File: config.mk
export PLATFORM = sky130hd
export DESIGN_NAME = lru_cache_tag_lookup
export DESIGN_NICKNAME = d
export VERILOG_FILES = /design/src/hdl/lrutag_pkg.sv /design/src/hdl/lrutag_ctrl.sv /design/src/hdl/lrutag_dp.sv /design/src/hdl/lru_cache_tag_lookup.sv
export VERILOG_INCLUDE_DIRS = /design/src /design/src/hdl
export SDC_FILE = /design/constraint.sdc
export NUM_CORES = 1
export LEC_CHECK = 0
export ABC_AREA = 1
export BUFFER_PORTS_ARGS = -buffer_cell sky130_fd_sc_hd__clkbuf_2
export CORE_ASPECT_RATIO = 0.9
export CORE_MARGIN = 2
export CORE_UTILIZATION = 36
export CTS_CLUSTER_SIZE = 8
export DETAILED_ROUTE_END_ITERATION = 7
export MAX_ROUTING_LAYER = met4
export PLACE_DENSITY = 0.51
export SYNTH_ARGS = -nofsm -noshare
export SYNTH_HDL_FRONTEND = slang
export SYNTH_SLANG_ARGS = --single-unit
File: constraint.sdc
create_clock -name clk -period 4.3 [get_ports clk]
set_input_delay 0 -clock clk [delete_from_list [all_inputs] [get_ports clk]]
set_output_delay 0 -clock clk [all_outputs]
set_load 0.005 [all_outputs]
File: src/hdl/lru_cache_tag_lookup_macros.svh
// Assertion macros shared by the lookup controller and datapath.
// Each macro expects a clk and rst in the scope where it is used.
`ifndef LRU_CACHE_TAG_LOOKUP_MACROS_SVH
`define LRU_CACHE_TAG_LOOKUP_MACROS_SVH

// cond must hold at every clock edge out of reset
`define LRUTAG_ASSERT(label, cond, msg) \
  label: assert property (@(posedge clk) disable iff (rst) (cond)) else $error(msg);

// cons must hold in the same cycle as ante
`define LRUTAG_ASSERT_IMP(label, ante, cons, msg) \
  label: assert property (@(posedge clk) disable iff (rst) (ante) |-> (cons)) else $error(msg);

// cons must hold in the cycle after ante
`define LRUTAG_ASSERT_NEXT(label, ante, cons, msg) \
  label: assert property (@(posedge clk) disable iff (rst) (ante) |=> (cons)) else $error(msg);

`endif

File: src/hdl/lrutag_pkg.sv
// Shared types and constants for the LRU tag lookup block.
// No dependencies; used by the controller, datapath and top level.
package lrutag_pkg;

  localparam int ADDR_W  = 16;
  localparam int TAG_LSB = 2;
  localparam int TAG_W   = ADDR_W - TAG_LSB;
  localparam int CNT_W   = 32;
  localparam int CAP_W   = 5;

  localparam logic [CAP_W-1:0] CAP_RESET = 5'd16;
  localparam logic [CNT_W-1:0] CNT_MAX   = 32'hFFFF_FFFF;

  typedef logic [TAG_W-1:0] tag_t;
  typedef logic [CNT_W-1:0] cnt_t;

  typedef struct packed {
    logic load;
    logic commit;
    logic clear;
  } cmd_t;

endpackage

File: src/hdl/lrutag_ctrl.sv
// Sequencing controller for the LRU tag lookup.
// Depends on lrutag_pkg and lru_cache_tag_lookup_macros.svh.
`include "lru_cache_tag_lookup_macros.svh"

module lrutag_ctrl (
  input  logic              clk,
  input  logic              rst,
  input  logic              in_valid,
  output logic              in_stall,
  output logic              out_valid,
  input  logic              out_stall,
  input  logic              cfg_valid,
  output logic              cfg_ready,
  output lrutag_pkg::cmd_t  cmd
);

  localparam logic ST_IDLE   = 1'b0;
  localparam logic ST_UPDATE = 1'b1;

  logic state;
  logic state_next;
  logic out_free;

  assign out_free  = !out_valid || !out_stall;
  assign in_stall  = (state != ST_IDLE) || cfg_valid;
  assign cfg_ready = (state == ST_IDLE) && !out_valid;

  always_comb begin
    cmd        = '0;
    state_next = state;
    case (state)
      ST_IDLE: begin
        cmd.clear = cfg_valid && !out_valid;
        if (in_valid && !cfg_valid) begin
          cmd.load   = 1'b1;
          state_next = ST_UPDATE;
        end
      end
      ST_UPDATE: begin
        if (out_free) begin
          cmd.commit = 1'b1;
          state_next = ST_IDLE;
        end
      end
      default: state_next = ST_IDLE;
    endcase
  end

  always_ff @(posedge clk) begin
    if (rst) begin
      state     <= ST_IDLE;
      out_valid <= 1'b0;
    end else begin
      state <= state_next;
      if (cmd.commit) begin
        out_valid <= 1'b1;
      end else if (!out_stall) begin
        out_valid <= 1'b0;
      end
    end
  end

  `LRUTAG_ASSERT_IMP(a_rise_in_upd, $rose(out_valid), $past(state) == ST_UPDATE, "stray result")
  `LRUTAG_ASSERT_NEXT(a_result_held, out_valid && out_stall, out_valid, "result dropped")
  `LRUTAG_ASSERT_IMP(a_clear_idle, cmd.clear, !out_valid && state == ST_IDLE, "write in flight")

endmodule

File: src/hdl/lrutag_dp.sv
// Datapath: recency stack cells, parallel tag compare, occupancy and counters.
// Depends on lrutag_pkg and lru_cache_tag_lookup_macros.svh.
`include "lru_cache_tag_lookup_macros.svh"

module lrutag_dp #(
  parameter int MAX_ENTRIES = 16
) (
  input  logic                              clk,
  input  logic                              rst,
  input  lrutag_pkg::cmd_t                  cmd,
  input  logic [lrutag_pkg::ADDR_W-1:0]     address,
  input  logic [lrutag_pkg::CAP_W-1:0]      capacity,
  output logic                              hit,
  output lrutag_pkg::cnt_t                  read_count,
  output lrutag_pkg::cnt_t                  hit_count,
  output lrutag_pkg::cnt_t                  miss_count
);

  localparam int OCC_W = $clog2(MAX_ENTRIES + 1);
  localparam int CW    = (OCC_W > lrutag_pkg::CAP_W) ? OCC_W : lrutag_pkg::CAP_W;

  lrutag_pkg::tag_t                 cells [MAX_ENTRIES];
  lrutag_pkg::tag_t                 tag_q;
  lrutag_pkg::tag_t                 addr_tag;
  logic [MAX_ENTRIES-1:0]           match_d;
  logic [MAX_ENTRIES-1:0]           match_q;
  logic [MAX_ENTRIES-1:0]           shift_en;
  logic [OCC_W-1:0]                 occupancy;
  logic [OCC_W-1:0]                 occupancy_next;
  logic [lrutag_pkg::CAP_W-1:0]     capacity_q;
  logic [CW-1:0]                    cap_ext;
  logic [CW-1:0]                    eff_cap;
  logic                             found;

  assign addr_tag = address[lrutag_pkg::ADDR_W-1:lrutag_pkg::TAG_LSB];
  assign found    = |match_q;

  always_comb begin
    cap_ext = CW'(capacity_q);
    if (cap_ext == '0) begin
      eff_cap = CW'(1);
    end else if (cap_ext > CW'(MAX_ENTRIES)) begin
      eff_cap = CW'(MAX_ENTRIES);
    end else begin
      eff_cap = cap_ext;
    end
  end

  always_comb begin
    if (found) begin
      occupancy_next = occupancy;
    end else if (CW'(occupancy) >= eff_cap) begin
      occupancy_next = eff_cap[OCC_W-1:0];
    end else begin
      occupancy_next = occupancy + OCC_W'(1);
    end
  end

  assign shift_en[0] = 1'b1;

  for (genvar i = 0; i < MAX_ENTRIES; i++) begin : g_cell
    assign match_d[i] = (cells[i] == addr_tag) && (OCC_W'(i) < occupancy);
    if (i > 0) begin : g_shift
      assign shift_en[i] = ~|match_q[i-1:0];
      always_ff @(posedge clk) begin
        if (cmd.commit && shift_en[i]) begin
          cells[i] <= cells[i-1];
        end
      end
    end else begin : g_top
      always_ff @(posedge clk) begin
        if (cmd.commit) begin
          cells[0] <= tag_q;
        end
      end
    end
  end

  always_ff @(posedge clk) begin
    if (cmd.load) begin
      tag_q <= addr_tag;
    end
    if (cmd.commit) begin
      hit <= found;
    end
  end

  always_ff @(posedge clk) begin
    if (rst) begin
      match_q    <= '0;
      occupancy  <= '0;
      capacity_q <= lrutag_pkg::CAP_RESET;
      read_count <= '0;
      hit_count  <= '0;
      miss_count <= '0;
    end else if (cmd.clear) begin
      occupancy  <= '0;
      capacity_q <= capacity;
      read_count <= '0;
      hit_count  <= '0;
      miss_count <= '0;
    end else begin
      if (cmd.load) begin
        match_q <= match_d;
      end
      if (cmd.commit) begin
        occupancy <= occupancy_next;
        if (read_count != lrutag_pkg::CNT_MAX) begin
          read_count <= read_count + 32'd1;
        end
        if (found && hit_count != lrutag_pkg::CNT_MAX) begin
          hit_count <= hit_count + 32'd1;
        end
        if (!found && miss_count != lrutag_pkg::CNT_MAX) begin
          miss_count <= miss_count + 32'd1;
        end
      end
    end
  end

  `LRUTAG_ASSERT(a_unique_match, $onehot0(match_q), "tag found in more than one entry")
  `LRUTAG_ASSERT(a_occ_in_cap, CW'(occupancy) <= eff_cap, "occupancy above capacity")
  `LRUTAG_ASSERT_NEXT(a_commit_fills, cmd.commit, occupancy != '0, "empty after lookup")

endmodule

File: src/hdl/lru_cache_tag_lookup.sv
// Fully associative LRU tag directory. The accept cycle of a lookup compares
// the tag against all valid entries in parallel and registers the match
// vector, and the next cycle moves the stack to front and bumps the counters
// into the output register. That update cycle waits while a previous result
// is still stalled, and no new lookup is accepted until it has committed.
// Writing capacity clears entries and counters; the write waits until no
// result is pending and holds off input while offered.
module lru_cache_tag_lookup #(
  parameter int MAX_ENTRIES = 16
) (
  input  logic                              clk,
  input  logic                              rst,
  input  logic                              in_valid,
  output logic                              in_stall,
  input  logic [lrutag_pkg::ADDR_W-1:0]     address,
  output logic                              out_valid,
  input  logic                              out_stall,
  output logic                              hit,
  output logic [lrutag_pkg::CNT_W-1:0]      read_count,
  output logic [lrutag_pkg::CNT_W-1:0]      hit_count,
  output logic [lrutag_pkg::CNT_W-1:0]      miss_count,
  input  logic                              cfg_valid,
  output logic                              cfg_ready,
  input  logic [lrutag_pkg::CAP_W-1:0]      capacity
);

  lrutag_pkg::cmd_t cmd;

  lrutag_ctrl u_ctrl (
    .clk       (clk),
    .rst       (rst),
    .in_valid  (in_valid),
    .in_stall  (in_stall),
    .out_valid (out_valid),
    .out_stall (out_stall),
    .cfg_valid (cfg_valid),
    .cfg_ready (cfg_ready),
    .cmd       (cmd)
  );

  lrutag_dp #(
    .MAX_ENTRIES (MAX_ENTRIES)
  ) u_dp (
    .clk        (clk),
    .rst        (rst),
    .cmd        (cmd),
    .address    (address),
    .capacity   (capacity),
    .hit        (hit),
    .read_count (read_count),
    .hit_count  (hit_count),
    .miss_count (miss_count)
  );

endmodule

After elaboration in Yosys (flattened, before gate mapping)
Memories as Yosys holds them, arrays and structs flattened. Index checks and enable logic that the tools add are counted.

Bits in writable memories: 224. Logic and storage cells: 179. Bits of input ports: 26. Memories: 1. Register bits: 139.

Memories: u_dp.cells (depth 16, width 14, read ports 16, clocked after memory_dff 0, write ports 16, RTL line lrutag_dp.sv:22) `lrutag_pkg::tag_t cells [MAX_ENTRIES];`.

Bitwise gates (word level): 3. Equality and inequality tests: 20. $lt $le $gt $ge: 18. Add/sub/neg operators: 4. Reduce and logical (&&, ||, !) cells: 79. Mux-type cells: 44.

Operators with widths (number): 14-bit == test (16); 32-bit by 1-bit adder with 32-bit output (second input constant) (3); 32-bit inequality test (second input constant) (3); 4-bit by 5-bit less-than comparator with 1-bit output (first input constant) (8); 1-bit two-way mux (40); 1-bit logical AND (36); 3-bit by 5-bit less-than comparator with 1-bit output (first input constant) (4); 1-bit zero test (19); 16-bit OR reduction (1); 5-bit two-way mux (3); 15-bit OR reduction (1); 14-bit OR reduction (1); 13-bit OR reduction (1); 12-bit OR reduction (1); 11-bit OR reduction (1); 1-bit by 5-bit less-than comparator with 1-bit output (first input constant) (2); 2-bit by 5-bit less-than comparator with 1-bit output (first input constant) (2); 2-bit AND reduction (5); 10-bit OR reduction (1); 9-bit OR reduction (1); 8-bit OR reduction (1); 7-bit OR reduction (1); 6-bit OR reduction (1); 5-bit by 1-bit adder with 5-bit output (second input constant) (1); other kinds (11) (15).

Depth between registers and ports, before layout
Depth after elaboration: 7. Depth in mapped cells: 12.

Hierarchy
Synthesis repeated with hierarchy kept, for this count alone.

Cell total of the unflattened synthesis: 2060. Area, all modules: 17947.2 sq um.

By module, submodules not included: lrutag_dp (instances 1, cells an instance 2046, sequential area each 9619.2 sq um, area an instance 17842.1 sq um); lrutag_ctrl (instances 1, cells an instance 14, sequential area each 40.0 sq um, area an instance 105.1 sq um).

Worst setup path after synthesis
Ideal clock, no wire load.

Path type: register -> register. From: register u_ctrl.out_valid. To: memory u_dp.cells[1][42] (netlist name) (enable). Cell stages (with the launch flop): 8. Buffers on the path: 0. Path slack: 0.956 ns. Data required time: 3.879 ns. Setup time: 0.421 ns. Arrival: 2.923 ns. Cell sequence: dfxtp_1 -> nand2_1 -> nand2_1 -> inv_2 -> nand4_1 -> inv_1 -> nand2_1 -> nor4_1.

RTL lines: from (decl) (RTL line lrutag_ctrl.sv:10) `output logic out_valid,`; from (signal assigned) (RTL line lrutag_ctrl.sv:52) `out_valid <= 1'b0;`; from (signal assigned) (RTL line lrutag_ctrl.sv:56) `out_valid <= 1'b1;`; from (signal assigned) (RTL line lrutag_ctrl.sv:58) `out_valid <= 1'b0;`; to (decl) (RTL line lrutag_dp.sv:22).

==> results.md <==
- Status: finished clean
- Ports: 126
- Placed insts: 2673
- Post-CTS Setup Inserts: 0
- Final setup violation count: 0
- CTS tree: done
- Clock sinks: between 300 and 400
- CTS Buf Count: 51
- Die H: 215 um
- Vias per Instance: a little under 5
- Yosys cell types: 43
- H-tree depth reported by CTS: 2
- Hold Path Depth: 1
- CP max stage delay: 0.47 ns
- Vias in the first global route: 13100
- Worst-case clock buffer depth: 3
- Hold Path End: u_dp.tag_q[9]$_DFFE_PP_
- Hold wc startpoint: address[11]
- Area growth from synthesis to layout: 16.2%
- Port bufs: 123
- Grt total ovfl: 0
- Synth warn: 0
- Routed vias: 13400
- CP max FO: 15
- GP Congestion: ~0.86
- GR Util All Layers: 0.184
- Minimum clock period: 2.89 ns
- Worst Skew: ~0.032 ns
- Crit path launch type: register
- Avg WL per Cell: between 15 and 20 um
- CTS root buffer: clkbuf_16
- R2R cell count: 8
- Arr. time, crit path: about 3.1 ns
- Nets: between 2000 and 2500
- LEAKAGE: 0.00736 uW
- 1st-iter DRT viols: 849
- Max-Slew Margin vs Limit: 0.262
- Fmax achieved: 346 MHz
- Final ANT Viol Nets: 0
- Yosys top cell by area: edfxtp_1
- Number of fill cells: 4818
- Multi-input logic area: 7420 um^2
- Max Cap Viol: 0
- Top cells by area, synth: edfxtp_1 40%, dfxtp_1 14%, nand2_1 11%, nor2_1 6.7%, xnor2_1 5.8%
- Peak VDD IR: between 200 and 300 uV
- Largest net degree at the start of global routing: 46
- Critical path type: register to register
- Fin crit share: 0.672
- Core area: 49000 um^2
- Synthesized net count: approximately 2000
- Top FF cell, synth: edfxtp_1
- Routed wire length: 45.4 mm
- Num rows: 77
- CP required: 4.52 ns
- Share of layout cells above drive strength 1: 0.138
- Initial antenna violation count: 0
- Worst slew pin tran: roughly 1.1 ns
- Dpl hpwl: 33.4 mm
- DRT Pass-1 Iters: 5
- CP max-delay cell: inv_1
- Die area: 51300 um^2
- Width of the die: 239 um
- Async SR Flop Fraction: 0
- RSZ-0062 raised after global routing: no
- Final setup TNS: 0 ns
- Non-Filler Instances: 2781
- Setup crit end kind: register
- Initial core utilization: 0.364
- Register area share after synthesis: 0.542
- Count leader, synth: nand2_1
- Top-area cell type share of the netlist area: 0.402
- PwrDens: slightly below 400 nW/um^2
- Hold Slack: 0.0135 ns
- Clock Latency Late Sink: 0.60 ns
- CP Cell Sequence: nor2_2 -> nand4_1 -> inv_1 -> nand2_1 -> nor3_2 -> buf_4 -> nand2_1 -> inv_1
- Number of flops mapped to enable cells by yosys: 239
- List of most frequent post-synthesis cells: 507 x nand2_1, 316 x nor2_1, 239 x edfxtp_1, 124 x dfxtp_1, 119 x xnor2_1
- R2r startpoint: u_dp.match_q[0]$_SDFFE_PP0P_
- R2R setup slack: 1.41 ns
- Number of diodes: 0
- Synthesized cell area: roughly 18000 um^2
- Clock slew at reported path FFs: 0.06 ns
- FF+latch area: between 9000 and 10000 um^2
- Synth Instances: 1962
- RR Endpoint: u_dp.cells[1][94]$_DFFE_PP_
- Final Hold Vio Count: 0
- DRC viols: 0
- First-pass GRT wire length: 71.8 mm
- #FFs+latches synth: 363
- Avg Cell Area, Syn: roughly 9.1 um^2
- Final Max Tran Viols: 0
- Hold Crit Class: input port to register
[power by group]
part | internal (uW) | switching (uW)
Clock | 2270 | 1520
Sequential | 3790 | 44.5
Combinational | 152 | 300
Total | 6210 | 1870
[metrics by stage]
step	setup WS, ns	power, uW	instance area (um^2)	utilization
3_5_place_dp	1.43	4340	19000	0.388
4_1_cts	1.41	8170	20700	0.423
3_3_place_gp	1.49	4330	19000	0.388
6_report	1.41	8070	20700	0.423
5_1_grt	1.15	8390	20700	0.423
2_1_floorplan	0.956	4210	17800	-
[kinds of logic after synthesis]
family          Yosys count  share of synthesized area
fa+ha+maj                 9                    0.00632
compound gates          160                     0.0505
simple gates           1055                      0.258
xor+xnor                203                     0.0997
buf+inv                 172                     0.0439
flops                   363                      0.542
[per-layer routing]
layer,wire (um),global-route usage,up-vias
li1,-,-,6741
met3,2150,0.0329,65
met1,22100,0.249,6368
met4,860,0.0496,0
met2,20300,0.284,261
met5,0,-,-
[registers in the layout (all words and copies together), names as in the netlist]
register	flops
u_dp.cells	224
u_dp.hit_count	32
u_dp.miss_count	32
u_dp.read_count	32
u_dp.match_q	16
u_dp.tag_q	14
u_dp.cap_ext	5
u_dp.occupancy	5
u_ctrl.out_valid	1
u_ctrl.state	1
u_dp.hit	1
[critical path: cells and delay by family (launching register included)]
family,cells,cell delay (ns)
flops,1,0.36
buf+inv,3,1.15
simple gates,5,0.98
[worst max-delay path by stage]
| stage | start | endpoint | slack, ns |
|---|---|---|---|
| 5_1_grt | u_dp.match_q[0]$_SDFFE_PP0P_ | u_dp.cells[1][58]$_DFFE_PP_ | 1.15 |
| 4_1_cts | u_dp.match_q[0]$_SDFFE_PP0P_ | u_dp.cells[1][23]$_DFFE_PP_ | 1.41 |
| 3_5_place_dp | u_dp.match_q[0]$_SDFFE_PP0P_ | u_dp.cells[1][88]$_DFFE_PP_ | 1.43 |
| 3_3_place_gp | u_dp.match_q[0]$_SDFFE_PP0P_ | u_dp.cells[1][88]$_DFFE_PP_ | 1.49 |
| 6_report | u_dp.match_q[0]$_SDFFE_PP0P_ | u_dp.cells[1][94]$_DFFE_PP_ | 1.41 |
| 2_1_floorplan | u_ctrl.out_valid$_SDFFE_PP0P_ | u_dp.cells[1][42]$_DFFE_PP_ | 0.96 |
[cells in the final DEF, fill, tap and decap left out, types with 5 or more instances in the layout]
| cell | count |
|---|---|
| or2_2 | 8 |
| nand2_4 | 6 |
| edfxtp_1 | 239 |
| a21oi_1 | 82 |
| nor2_2 | 16 |
| o21ai_0 | 38 |
| clkbuf_1 | 31 |
| a21oi_2 | 19 |
| nor2_4 | 8 |
| inv_1 | 107 |
| o21ai_1 | 5 |
| nand2_1 | 507 |
| dfxtp_1 | 124 |
| clkbuf_16 | 52 |
| nand3_1 | 77 |
| xor2_1 | 84 |
| dlygate4sd3_1 | 21 |
| nor2_1 | 316 |
| nand4_1 | 33 |
| ha_1 | 9 |
| nand3b_1 | 21 |
| o22ai_1 | 9 |
| buf_4 | 16 |
| clkbuf_2 | 123 |
| nor3_1 | 18 |
| xnor2_1 | 119 |
| nand2_2 | 28 |
[final cells by class]
type / count / area share
clock buffer: 85 / 0.0697
clock inverter: 2 / 0.00223
inverter: 112 / 0.0203
multi-input combinational: 1427 / 0.358
sequential: 363 / 0.466
tap: 632 / 0.0382
timing repair buffer: 160 / 0.0456
[what timing repair did]
action	in CTS	in global routing
resized for setup	0	0
endpoints found under the hold margin	26	0
hold buffers	21	0
No activity file was read; power rests on OpenSTA's default activity.
